`src/hdl/hbd_pkg.sv`:
```
// Package for the Huffman tree build and bit decode core.
// Holds the channel payload structs, action and status codes, and tree constants.
// No dependencies.
package hbd_pkg;

  // Length table size, fixed by the 5-bit symbol index.
  localparam int LEN_ENTRIES = 32;
  // Scaled Kraft sum: up to 32 terms of at most 2^30.
  localparam int SUM_W       = 36;
  // Child entry: leaf mark in the top bit, symbol or node index below.
  localparam int CHILD_W     = 8;
  localparam int LEAF_BIT    = 7;

  typedef enum logic [1:0] {
    ACT_LOAD   = 2'd0,
    ACT_BUILD  = 2'd1,
    ACT_SINGLE = 2'd2,
    ACT_DECODE = 2'd3
  } action_t;

  typedef enum logic [1:0] {
    STAT_OK      = 2'd0,
    STAT_BAD     = 2'd1,
    STAT_NO_TREE = 2'd2
  } status_t;

  typedef struct packed {
    logic [1:0] action;
    logic [4:0] symbol_index;
    logic [4:0] code_length;
    logic [5:0] symbol_count;
    logic [4:0] min_depth;
    logic [4:0] max_depth;
    logic       code_bit;
  } in_t;

  typedef struct packed {
    logic [1:0] status;
    logic       symbol_valid;
    logic [4:0] symbol;
    logic       bit_used;
  } out_t;

endpackage

```
`src/hdl/hbd_ram.sv`:
```
// Generic single-port-write, single-port-read RAM with registered read data.
// No dependencies.
module hbd_ram #(
  parameter int W     = 8,
  parameter int DEPTH = 64
) (
  input  logic                     clk,
  input  logic                     we,
  input  logic [$clog2(DEPTH)-1:0] waddr,
  input  logic [W-1:0]             wdata,
  input  logic [$clog2(DEPTH)-1:0] raddr,
  output logic [W-1:0]             rdata
);

  logic [W-1:0] mem [DEPTH];

  // Write port and registered read port
  always_ff @(posedge clk) begin
    if (we) begin
      mem[waddr] <= wdata;
    end
    rdata <= mem[raddr];
  end

endmodule

```
`src/hdl/huffman_tree_build_and_bit_decode_core.sv`:
```
// Huffman tree build and bit decode core: load, build, set-single and decode beats.
// Load and set-single finish on acceptance. Decode through the tree waits on the
// registered child RAM read; decode with no tree or a leaf root finishes on
// acceptance. Build: bad parameters finish on acceptance, else a length check, the
// min_depth chain, then a scan of the length table per depth plus climb (through
// S_CLIMB and S_CLIMB_WAIT per level) and descend steps. One beat is in flight at
// a time. Synchronous active-low reset clears the length table and tree status;
// the tree RAMs hold no reset value.
module huffman_tree_build_and_bit_decode_core #(
  parameter int NUM_SYMBOLS = 32,
  parameter int DEPTH_LIMIT = 31
) (
  input  logic          clk,
  input  logic          rst_n,
  input  logic          in_valid,
  output logic          in_ready,
  input  hbd_pkg::in_t  in_data,
  output logic          out_valid,
  input  logic          out_ready,
  output hbd_pkg::out_t out_data
);
  import hbd_pkg::*;

  localparam int NI    = $clog2(NUM_SYMBOLS);
  localparam int NW    = $clog2(NUM_SYMBOLS + 1);
  localparam int RDEP  = 2 * (1 << NI);
  localparam logic [7:0]    NUM8  = 8'(NUM_SYMBOLS);
  localparam logic [NW-1:0] NUMW  = NW'(NUM_SYMBOLS);
  localparam logic [4:0]    DLIM  = 5'(DEPTH_LIMIT);

  typedef enum logic [7:0] {
    S_IDLE       = 8'b0000_0001,
    S_VAL        = 8'b0000_0010,
    S_CHAIN      = 8'b0000_0100,
    S_SCAN       = 8'b0000_1000,
    S_CLIMB      = 8'b0001_0000,
    S_CLIMB_WAIT = 8'b0010_0000,
    S_DESC       = 8'b0100_0000,
    S_DEC_WAIT   = 8'b1000_0000
  } state_t;

  state_t            state_r, state_nxt;
  logic [5:0]        i_r, i_nxt;
  logic [5:0]        end_r, end_nxt;
  logic [4:0]        d_r, d_nxt;
  logic [4:0]        mind_r, mind_nxt;
  logic [4:0]        maxd_r, maxd_nxt;
  logic              bit_r, bit_nxt;
  logic [NW-1:0]     curr_r, curr_nxt;
  logic [NW-1:0]     empty_r, empty_nxt;
  logic [NW-1:0]     n_r, n_nxt;
  logic [SUM_W-1:0]  sum_r, sum_nxt;
  logic [NUM_SYMBOLS-1:0] lc_set_r, lc_set_nxt;
  logic [NUM_SYMBOLS-1:0] rc_set_r, rc_set_nxt;
  logic              bank_r, bank_nxt;
  logic              root_leaf_r, root_leaf_nxt;
  logic [4:0]        root_sym_r, root_sym_nxt;
  logic [NI-1:0]     walk_r, walk_nxt;
  logic              ready_r, ready_nxt;
  logic [4:0]        len_r [LEN_ENTRIES];
  logic [4:0]        len_nxt [LEN_ENTRIES];
  out_t              out_r, out_nxt;
  logic              out_valid_r, out_valid_nxt;

  // Result of the current beat
  logic              fin;
  out_t              res;

  // RAM ports
  logic               lc_we, rc_we, pn_we;
  logic [NI-1:0]      lc_node, rc_node, pn_waddr;
  logic [CHILD_W-1:0] lc_wdata, rc_wdata, lc_rdata, rc_rdata;
  logic [NI-1:0]      pn_wdata, pn_rdata;

  // Working values
  logic [4:0]         len_cur;
  logic [SUM_W-1:0]   term, target;
  logic [7:0]         cnt8;
  logic [7:0]         i8;
  logic [NI-1:0]      curr_ix, empty_ix;
  logic [NW-1:0]      e1;
  logic [CHILD_W-1:0] leaf_val, empty_val, child;

  assign in_ready  = (state_r == S_IDLE) && (!out_valid_r || out_ready);
  assign out_valid = out_valid_r;
  assign out_data  = out_r;

  assign len_cur   = len_r[i_r[4:0]];
  assign term      = SUM_W'(1) << (maxd_r - len_cur);
  assign target    = SUM_W'(1) << maxd_r;
  assign i8        = {2'b00, i_r};
  assign curr_ix   = curr_r[NI-1:0];
  assign empty_ix  = empty_r[NI-1:0];
  assign e1        = empty_r + NW'(1);
  assign leaf_val  = {1'b1, 2'b00, i_r[4:0]};
  assign empty_val = {1'b0, 7'(empty_r)};
  assign child     = bit_r ? rc_rdata : lc_rdata;

  // Tree RAMs: decode reads the committed bank, build writes the other one
  hbd_ram #(.W(CHILD_W), .DEPTH(RDEP)) u_lc_ram (
    .clk   (clk),
    .we    (lc_we),
    .waddr ({~bank_r, lc_node}),
    .wdata (lc_wdata),
    .raddr ({bank_r, walk_r}),
    .rdata (lc_rdata)
  );

  hbd_ram #(.W(CHILD_W), .DEPTH(RDEP)) u_rc_ram (
    .clk   (clk),
    .we    (rc_we),
    .waddr ({~bank_r, rc_node}),
    .wdata (rc_wdata),
    .raddr ({bank_r, walk_r}),
    .rdata (rc_rdata)
  );

  hbd_ram #(.W(NI), .DEPTH(1 << NI)) u_pn_ram (
    .clk   (clk),
    .we    (pn_we),
    .waddr (pn_waddr),
    .wdata (pn_wdata),
    .raddr (curr_ix),
    .rdata (pn_rdata)
  );

  // Sequencer: accept, check, build, climb, descend and decode
  always_comb begin
    state_nxt     = state_r;
    i_nxt         = i_r;
    end_nxt       = end_r;
    d_nxt         = d_r;
    mind_nxt      = mind_r;
    maxd_nxt      = maxd_r;
    bit_nxt       = bit_r;
    curr_nxt      = curr_r;
    empty_nxt     = empty_r;
    n_nxt         = n_r;
    sum_nxt       = sum_r;
    lc_set_nxt    = lc_set_r;
    rc_set_nxt    = rc_set_r;
    bank_nxt      = bank_r;
    root_leaf_nxt = root_leaf_r;
    root_sym_nxt  = root_sym_r;
    walk_nxt      = walk_r;
    ready_nxt     = ready_r;
    len_nxt       = len_r;
    fin           = 1'b0;
    res           = '0;
    res.status    = STAT_OK;
    lc_we         = 1'b0;
    rc_we         = 1'b0;
    pn_we         = 1'b0;
    lc_node       = curr_ix;
    rc_node       = curr_ix;
    pn_waddr      = empty_ix;
    lc_wdata      = leaf_val;
    rc_wdata      = leaf_val;
    pn_wdata      = curr_ix;
    cnt8          = {2'b00, in_data.symbol_count};

    unique case (state_r)
      S_IDLE: begin
        if (in_valid && in_ready) begin
          case (in_data.action)
            ACT_LOAD: begin
              fin = 1'b1;
              if ({3'b000, in_data.symbol_index} < NUM8) begin
                len_nxt[in_data.symbol_index] = in_data.code_length;
              end
            end
            ACT_BUILD: begin
              mind_nxt = in_data.min_depth;
              maxd_nxt = in_data.max_depth;
              if (cnt8 > NUM8) cnt8 = NUM8;
              if (cnt8 > 8'(LEN_ENTRIES)) cnt8 = 8'(LEN_ENTRIES);
              end_nxt  = cnt8[5:0];
              if (in_data.min_depth == 5'd0 || in_data.max_depth > DLIM ||
                  in_data.min_depth > in_data.max_depth ||
                  in_data.symbol_count == 6'd0) begin
                fin        = 1'b1;
                res.status = STAT_BAD;
              end else begin
                i_nxt      = '0;
                sum_nxt    = '0;
                lc_set_nxt = '0;
                rc_set_nxt = '0;
                state_nxt  = S_VAL;
              end
            end
            ACT_SINGLE: begin
              fin           = 1'b1;
              root_leaf_nxt = 1'b1;
              root_sym_nxt  = in_data.symbol_index;
              walk_nxt      = '0;
              ready_nxt     = 1'b1;
            end
            default: begin
              bit_nxt = in_data.code_bit;
              if (!ready_r) begin
                fin        = 1'b1;
                res.status = STAT_NO_TREE;
              end else if (root_leaf_r) begin
                fin              = 1'b1;
                res.symbol_valid = 1'b1;
                res.symbol       = root_sym_r;
              end else begin
                state_nxt = S_DEC_WAIT;
              end
            end
          endcase
        end
      end

      S_VAL: begin
        // Scaled Kraft sum; an over-full depth also overshoots the target
        if (i_r == end_r) begin
          if (sum_r == target) begin
            i_nxt     = '0;
            state_nxt = S_CHAIN;
          end else begin
            fin        = 1'b1;
            res.status = STAT_BAD;
            state_nxt  = S_IDLE;
          end
        end else if (len_cur > maxd_r) begin
          fin        = 1'b1;
          res.status = STAT_BAD;
          state_nxt  = S_IDLE;
        end else begin
          if (len_cur >= mind_r) sum_nxt = sum_r + term;
          i_nxt = i_r + 6'd1;
        end
      end

      S_CHAIN: begin
        // Left spine down to min_depth - 1
        if (i8 + 8'd1 < {3'b000, mind_r}) begin
          if (i8 + 8'd1 >= NUM8) begin
            fin        = 1'b1;
            res.status = STAT_BAD;
            state_nxt  = S_IDLE;
          end else begin
            lc_we                = 1'b1;
            lc_node              = NI'(i_r);
            lc_wdata             = {1'b0, 7'(i_r + 6'd1)};
            lc_set_nxt[NI'(i_r)] = 1'b1;
            pn_we                = 1'b1;
            pn_waddr             = NI'(i_r + 6'd1);
            pn_wdata             = NI'(i_r);
            i_nxt                = i_r + 6'd1;
          end
        end else begin
          curr_nxt  = NW'(mind_r - 5'd1);
          empty_nxt = NW'(mind_r);
          d_nxt     = mind_r;
          i_nxt     = '0;
          state_nxt = S_SCAN;
        end
      end

      S_SCAN: begin
        if (i_r == end_r) begin
          // Close the depth: hang a fresh node at the current position
          if (curr_r >= NUMW || empty_r >= NUMW || d_r == maxd_r) begin
            fin        = 1'b1;
            res.status = STAT_BAD;
            state_nxt  = S_IDLE;
          end else begin
            if (!lc_set_r[curr_ix]) begin
              lc_we               = 1'b1;
              lc_wdata            = empty_val;
              lc_set_nxt[curr_ix] = 1'b1;
            end else begin
              rc_we               = 1'b1;
              rc_wdata            = empty_val;
              rc_set_nxt[curr_ix] = 1'b1;
            end
            pn_we     = 1'b1;
            curr_nxt  = empty_r;
            empty_nxt = e1;
            d_nxt     = d_r + 5'd1;
            i_nxt     = '0;
          end
        end else if (len_cur != d_r) begin
          i_nxt = i_r + 6'd1;
        end else if (curr_r >= NUMW) begin
          fin        = 1'b1;
          res.status = STAT_BAD;
          state_nxt  = S_IDLE;
        end else if (!lc_set_r[curr_ix]) begin
          lc_we               = 1'b1;
          lc_set_nxt[curr_ix] = 1'b1;
          i_nxt               = i_r + 6'd1;
        end else begin
          rc_we               = 1'b1;
          rc_set_nxt[curr_ix] = 1'b1;
          n_nxt               = '0;
          i_nxt               = i_r + 6'd1;
          state_nxt           = S_CLIMB;
        end
      end

      S_CLIMB: begin
        if (rc_set_r[curr_ix]) begin
          if (curr_r == '0) begin
            // Tree closed: commit the new bank
            fin           = 1'b1;
            bank_nxt      = ~bank_r;
            root_leaf_nxt = 1'b0;
            walk_nxt      = '0;
            ready_nxt     = 1'b1;
            state_nxt     = S_IDLE;
          end else begin
            state_nxt = S_CLIMB_WAIT;
          end
        end else if (empty_r >= NUMW) begin
          fin        = 1'b1;
          res.status = STAT_BAD;
          state_nxt  = S_IDLE;
        end else begin
          rc_we               = 1'b1;
          rc_wdata            = empty_val;
          rc_set_nxt[curr_ix] = 1'b1;
          state_nxt           = S_DESC;
        end
      end

      S_CLIMB_WAIT: begin
        curr_nxt  = NW'(pn_rdata);
        n_nxt     = n_r + NW'(1);
        state_nxt = S_CLIMB;
      end

      S_DESC: begin
        // Walk back down one level per cycle along fresh left children
        if (empty_r >= NUMW) begin
          fin        = 1'b1;
          res.status = STAT_BAD;
          state_nxt  = S_IDLE;
        end else begin
          pn_we     = 1'b1;
          curr_nxt  = empty_r;
          empty_nxt = e1;
          n_nxt     = n_r - NW'(1);
          if (n_r == NW'(1)) begin
            state_nxt = S_SCAN;
          end else if (e1 >= NUMW) begin
            fin        = 1'b1;
            res.status = STAT_BAD;
            state_nxt  = S_IDLE;
          end else begin
            lc_we                = 1'b1;
            lc_node              = empty_ix;
            lc_wdata             = {1'b0, 7'(e1)};
            lc_set_nxt[empty_ix] = 1'b1;
          end
        end
      end

      S_DEC_WAIT: begin
        fin          = 1'b1;
        res.bit_used = 1'b1;
        state_nxt    = S_IDLE;
        if (child[LEAF_BIT]) begin
          res.symbol_valid = 1'b1;
          res.symbol       = child[4:0];
          walk_nxt         = '0;
        end else begin
          walk_nxt = child[NI-1:0];
        end
      end

      default: begin
        state_nxt = S_IDLE;
      end
    endcase
  end

  // Output register
  always_comb begin
    out_valid_nxt = out_valid_r && !out_ready;
    out_nxt       = out_r;
    if (fin) begin
      out_valid_nxt = 1'b1;
      out_nxt       = res;
    end
  end

  // Control state with reset
  always_ff @(posedge clk) begin
    if (!rst_n) begin
      state_r     <= S_IDLE;
      out_valid_r <= 1'b0;
      ready_r     <= 1'b0;
      root_leaf_r <= 1'b0;
      root_sym_r  <= '0;
      walk_r      <= '0;
      bank_r      <= 1'b0;
      lc_set_r    <= '0;
      rc_set_r    <= '0;
      for (int k = 0; k < LEN_ENTRIES; k++) len_r[k] <= '0;
    end else begin
      state_r     <= state_nxt;
      out_valid_r <= out_valid_nxt;
      ready_r     <= ready_nxt;
      root_leaf_r <= root_leaf_nxt;
      root_sym_r  <= root_sym_nxt;
      walk_r      <= walk_nxt;
      bank_r      <= bank_nxt;
      lc_set_r    <= lc_set_nxt;
      rc_set_r    <= rc_set_nxt;
      len_r       <= len_nxt;
    end
  end

  // Datapath registers
  always_ff @(posedge clk) begin
    i_r     <= i_nxt;
    end_r   <= end_nxt;
    d_r     <= d_nxt;
    mind_r  <= mind_nxt;
    maxd_r  <= maxd_nxt;
    bit_r   <= bit_nxt;
    curr_r  <= curr_nxt;
    empty_r <= empty_nxt;
    n_r     <= n_nxt;
    sum_r   <= sum_nxt;
    out_r   <= out_nxt;
  end

  // A finished beat never overwrites a result still waiting
  a_no_overwrite: assert property (@(posedge clk) disable iff (!rst_n)
    fin |-> (!out_valid_r || out_ready))
    else $error("result overwritten");

  // Input is taken only by the idle sequencer
  a_ready_idle: assert property (@(posedge clk) disable iff (!rst_n)
    in_ready |-> (state_r == S_IDLE))
    else $error("ready outside idle");

  // Descend always has at least one level left
  a_desc_count: assert property (@(posedge clk) disable iff (!rst_n)
    (state_r == S_DESC) |-> (n_r != '0))
    else $error("descend with zero levels");

  // The current node always lies below the next free node
  a_curr_order: assert property (@(posedge clk) disable iff (!rst_n)
    (state_r == S_SCAN || state_r == S_CLIMB || state_r == S_DESC) |->
    (curr_r < empty_r))
    else $error("current node not below free node");

  // A decode walk result follows a committed tree
  a_walk_ready: assert property (@(posedge clk) disable iff (!rst_n)
    (state_r == S_DEC_WAIT) |-> (ready_r && !root_leaf_r))
    else $error("walk without built tree");

endmodule
```
`config.mk`:
```
export PLATFORM = sky130hd
export DESIGN_NAME = huffman_tree_build_and_bit_decode_core
export DESIGN_NICKNAME = d
export VERILOG_FILES = /design/src/hdl/hbd_pkg.sv /design/src/hdl/hbd_ram.sv /design/src/hdl/huffman_tree_build_and_bit_decode_core.sv
export SDC_FILE = /design/constraint.sdc
export NUM_CORES = 2
export LEC_CHECK = 0
export BUFFER_PORTS_ARGS = -buffer_cell sky130_fd_sc_hd__buf_2
export CORE_MARGIN = 3
export CORE_UTILIZATION = 40
export CTS_CLUSTER_SIZE = 8
export DETAILED_ROUTE_END_ITERATION = 8
export HOLD_SLACK_MARGIN = 0.02
export SLEW_MARGIN = 20
export SYNTH_ARGS = -nofsm -noshare
export SYNTH_HDL_FRONTEND = slang
export SYNTH_HIERARCHICAL = 1
export SYNTH_SLANG_ARGS = --single-unit
```
`constraint.sdc`:
```
create_clock -name clk -period 6.3 [get_ports clk]
set_input_delay 0.63 -clock clk [delete_from_list [all_inputs] [get_ports clk]]
set_output_delay 0.63 -clock clk [all_outputs]
set_load 0.02 [all_outputs]
```
* After elaboration in Yosys (flattened, before gate mapping)
Memory sizes are Yosys's and may differ from the RTL's. A register that Yosys moved wholly into a read port is not among the register bits.
Index checks and enable logic that the tools add are counted.
** Storage, ports and cells
- Word-level logic and storage cells :: 418
- Memories :: 3
- Bits of input ports :: 33
- Bits in writable memories :: 1184
- Output and inout port bits :: 11
- Bits in registers :: 337
** Cells by class
- Add/subtract/negate cells :: 10
- Shift-type cells :: 2
- Order comparisons :: 20
- Reduce and logical (&&, ||, !) cells :: 47
- Eq/ne operators :: 54
- Multiplexer cells :: 219
- Bitwise logic cells :: 8
** Memories
- u_lc_ram.mem :: words 64, width 8, rd ports 1, clocked after memory_dff 1, write ports 1, line hbd_ram.sv:15 : logic [W-1:0] mem [DEPTH];
- u_rc_ram.mem :: words 64, width 8, rd ports 1, clocked after memory_dff 1, write ports 1, line hbd_ram.sv:15
- u_pn_ram.mem :: words 32, width 5, rd ports 1, clocked after memory_dff 1, write ports 1, line hbd_ram.sv:15
** Operators with widths (count)
- $mux W32 :: 20
- $mux W8 :: 35
- $mux W36 :: 6
- $mux W6 :: 31
- $bwmux W160 :: 1
- $or A32 B32 Y32 :: 4
- $pmux W32 S4 :: 1
- $mux W5 :: 20
- $pmux W32 S3 :: 1
- $pmux W36 S2 :: 1
- $shl A1 B5 Y36 const A :: 2
- $mux W1 :: 70
- $pmux W8 S7 :: 1
- $pmux W6 S4 :: 2
- $ne A2 B2 Y1 const B :: 21
- $add A36 B36 Y36 :: 1
- $eq A36 B36 Y1 :: 1
- $pmux W6 S3 :: 2
- $pmux W8 S2 :: 2
- $ge A6 B6 Y1 const B :: 5
- $ne A3 B3 Y1 const B :: 10
- $bmux W5 S5 :: 1
- $demux W5 S5 :: 1
- $pmux W8 S3 :: 1
- 67 further kinds :: 120

* Depth between registers and ports, before layout
- Depth in word-level cells :: 11
- Mapped depth :: 27

* Cells and area by module
The synthesis kept the hierarchy.
** Modules (own cells, without submodules)
- hbd_ram (u_lc_ram) :: area an instance 20225.6 um2, times used 1, cells an instance 954
- hbd_ram (u_rc_ram) :: area an instance 20190.6 um2, times used 1, cells an instance 972
- huffman_tree_build_and_bit_decode_core :: area an instance 19886.6 um2, times used 1, cells an instance 2284
- hbd_ram (u_pn_ram) :: area an instance 6344.8 um2, times used 1, cells an instance 277

* Worst setup path before layout
OpenSTA, ideal clock, no wires.
- Path kind :: register to register
- Start :: reg i_r[0]
- End :: reg sum_r[31], data pin
- Arrival :: 5.938 ns
- Cell stages (with the launch flop) :: 25
- Period minus slack after synthesis :: 6.204 ns
- Setup time :: 0.266 ns
- Data required time :: 6.034 ns
- Setup slack :: 0.096 ns
- Cell sequence :: edfxtp_1 > buf_2 > buf_6 > buf_6 > buf_6 > mux4_2 > a32o_1 > a21oi_2 > inv_1 > ha_1 > fa_1 > o21ai_0 > xor2_1 > or3_1 > inv_1 > ha_1 > a211o_1 > a211oi_1 > o221ai_1 > a211oi_1 > o31ai_1 > o41a_1 > a21boi_0 > xor2_1 > nor2_1
** Between the ends
- Word-level cells in the longest chain between the ends :: 11
** Ends and longest elaborated chain
- start: declaration :: line huffman_tree_build_and_bit_decode_core.sv:43 : logic [5:0] i_r, i_nxt;
- start signal: assignment :: line huffman_tree_build_and_bit_decode_core.sv:419 : i_r <= i_nxt;
- $not A5 Y6 (implied by the code) :: line huffman_tree_build_and_bit_decode_core.sv:88 : assign len_cur = len_r[i_r[4:0]];
- $bmux W5 S5 :: line huffman_tree_build_and_bit_decode_core.sv:88
- $mux W5 (implied by the code) (2 in a row) :: line huffman_tree_build_and_bit_decode_core.sv:88
- $sub A5 B5 Y5 :: line huffman_tree_build_and_bit_decode_core.sv:89 : assign term = SUM_W'(1) << (maxd_r - len_cur);
- $shl A1 B5 Y36 :: line huffman_tree_build_and_bit_decode_core.sv:89
- $add A36 B36 Y36 :: line huffman_tree_build_and_bit_decode_core.sv:231 : if (len_cur >= mind_r) sum_nxt = sum_r + term;
- $mux W36 :: line huffman_tree_build_and_bit_decode_core.sv:231
- $mux W36 :: line huffman_tree_build_and_bit_decode_core.sv:226 : end else if (len_cur > maxd_r) begin
- $mux W36 :: line huffman_tree_build_and_bit_decode_core.sv:217 : if (i_r == end_r) begin
- $pmux W36 S2 :: line huffman_tree_build_and_bit_decode_core.sv:162 : unique case (state_r)
- end signal: assignment :: line huffman_tree_build_and_bit_decode_core.sv:428 : sum_r <= sum_nxt;
- end: declaration :: line huffman_tree_build_and_bit_decode_core.sv:52 : logic [SUM_W-1:0] sum_r, sum_nxt;
Every way passes these cells. The select of a mux whose other input is x is not followed.
A chain may end at the register's enable or synchronous reset.

* Worst setup path after layout
Same ends and word-level chain as after synthesis.

==> results.md <==
* DRC at 0
* First-pass GRT wire length at between 200000 and 250000 um
* HP Class: in -> reg
* Fraction of layout cells with a size suffix above 1 at 17.0%
* Area Growth Syn to Fin at 13.7%
* Antenna violations before repair at 2
* Post-DR wirelength/cell at around 23 um
* Iteration-0 DRC Markers at 3632
* CP arrival at 6.49 ns
* Most frequent cells in the layout: edfxtp_1, nor2_1, nand2_1, mux4_2, dfxtp_1
* Reg clk slew, reported paths at ~0.050 ns
* Mean post-synth cell area at 14.0 um^2
* Crit share post-route at between 90% and 100%
* Die area at around 0.15 mm^2
* Ys Warns at 6
* DP HPWL at 94500 um
* Status: finished clean
* # port buffers at 43
* Pwr dens at 342 mW/mm^2
* Inserted Clock Buffers at roughly 180
* Fin util at 46.2%
* Crit Path Class: reg -> reg
* Post-route insts no fill at 6193
* Setup ws final at ~0.33 ns
* Number of cell rows at between 100 and 150
* Hold Slack at roughly 0.074 ns
* Placed insts at 5898
* CTS Root Cell: clkbuf_16
* Peak supply drop at a little under 0.3 mV
* Min cycle time layout at ~6.0 ns
* Setup crit end kind: flip-flop
* Register share of total power at 44.4%
* Cell Area, Placed at 0.0596 mm^2
* Relative slew slack at 28.6%
* Max-cap violations at 0
* Syn_nets at between 4000 and 5000
* Place WS at approximately 0.17 ns
* Gate power share at 15.8%
* CORE AREA at ~0.14 mm^2
* Number of H-tree levels at 4
* GPL Wtd Cong at approximately 0.90
* Mapped Cells at between 4000 and 5000
* Total Power at approximately 22 mW
* Final Hold Fails at 0
* TritonRoute pass-1 iters at 6
* Fillers at around 12000
* Die X at approximately 380 um
* Netlist Area Pre-Place at 0.0570 mm^2
* Layout Nets at approximately 4300
* CTS tree: done
* Number of global-route vias before repair at 35500
* Fin. max-slew vios at 0
* Routed vias at around 35000
* Vias per cell at 5.71
* Worst EP required at around 7 ns
* Overflow after GRT at 0
* Setup TNS at 0 ns
* Post-route ant nets at 0
* Critical path fanouts, max at 17
* Die Ht at between 300 and 400 um
* Fin Clk Skew at around 0.045 ns
* Fmax at ~170 MHz
* Worst setup SP type: flip-flop
* Setup violations, final at 0
* Setup bufs post-CTS at 0
* Clock sinks at between 1000 and 1500
* Net load switching power at between 5 and 6 mW
* Unrepaired setup endpoints after global routing: no
* Tightest Pin Transition at 1.06 ns
* Final WL at 145000 um
* IO Count at 44
* Cell internal pwr at between 15 and 20 mW
* Global Route Usage Sum at just under 20%
* Commonest non-fill, non-tap cell in the layout: edfxtp_1
* Pleak at approximately 22 nW
* Net Sw Frac at a little over a quarter
* Worst skew pair latency at between 0.8 and 0.9 ns
* Post-route cell area at between 0.06 and 0.07 mm^2
* Part of the power in the clock network at between 30 and 40%
* Starting Density at about two fifths
* Largest net degree at the start of global routing at about 110
* Max clock buf depth at 3
==> final cells by class <==
class | count | area [um^2] | share of cell area, %
Inverter | 56 | 215 | 0.332
Timing Repair Buffer | 202 | 1490 | 2.29
Sequential cell | 1282 | 35900 | 55.4
Clock inverter | 13 | 314 | 0.485
Antenna cell | 3 | 7.51 | 0.0116
Tap cell | 1876 | 2350 | 3.62
Clock buffer | 273 | 4830 | 7.46
Multi-Input combinational cell | 2488 | 19700 | 30.4
==> power by group through the flow <==
stage | clock network [mW] | logic (mW) | registers (mW)
2_1_floorplan | 0 | 2.13 | 10.0
3_3_place_gp | 0 | 3.39 | 9.98
3_5_place_dp | 0 | 3.44 | 9.98
4_1_cts | 9.01 | 3.45 | 9.82
5_1_grt | 9.38 | 3.80 | 9.83
6_report | 8.80 | 3.50 | 9.83
==> state kept, by name, summed over array words and instances (netlist names), 6 cells and up <==
register and cells:
curr_r 6, out_data 9, empty_r 6, u_lc_ram/mem 384, lc_set_r 32, state_r 8, sum_r 36, end_r 6
u_lc_ram/rdata 6, u_pn_ram/mem 160, rc_set_r 32, n_r 6, u_rc_ram/mem 384, u_rc_ram/rdata 6, len_r 160, i_r 6
==> worst max-delay path, cell delays in order, from the launching register on <==
cell and delay, ns:
edfxtp_1 0.39, buf_12 0.20, buf_4 0.20, mux4_2 0.50, a22o_1 0.25, a221oi_2 0.20
nand3_1 0.12, buf_4 0.19, fa_1 0.55, nand2b_1 0.09, nand2b_1 0.15, or3_1 0.39
inv_1 0.07, ha_1 0.23, a211o_1 0.33, a211oi_2 0.23, o221ai_1 0.22, a211oi_1 0.28
buf_4 0.15, o31ai_1 0.10, o41a_1 0.40, a21boi_0 0.23, xor2_1 0.16, nor2_1 0.05
==> per-layer routing <==
layer / share of wire, % / up-vias / global-route usage [%] / wire, um
met3: 6.5 / 251 / 3.40 / 9480
met2: 46 / 1233 / 30.7 / 67200
met4: 2.5 / 0 / 6.44 / 3690
met1: 45 / 18000 / 28.1 / 64600
li1: - / 15900 / - / -
met5: 0 / - / 0 / 0
==> final timing paths <==
path	cells past startpoint	slack, ns	endpoint	startpoint
setup / recovery	23	0.33	sum_r[31]	i_r[0]
hold / removal	1	0.07	mind_r[1]	in_data[7]
setup reg to reg	23	0.33	sum_r[31]	i_r[0]
hold reg to reg	2	0.45	lc_set_r[6]	lc_set_r[6]
==> timing repair <==
action                                  4_1_cts  5_1_grt
endpoints found under the setup margin        0        8
hold buffers                                  6        0
endpoints found under the hold margin         6        0
resized for setup                             0        7
Note: power is estimated with default switching activity, not from simulation.
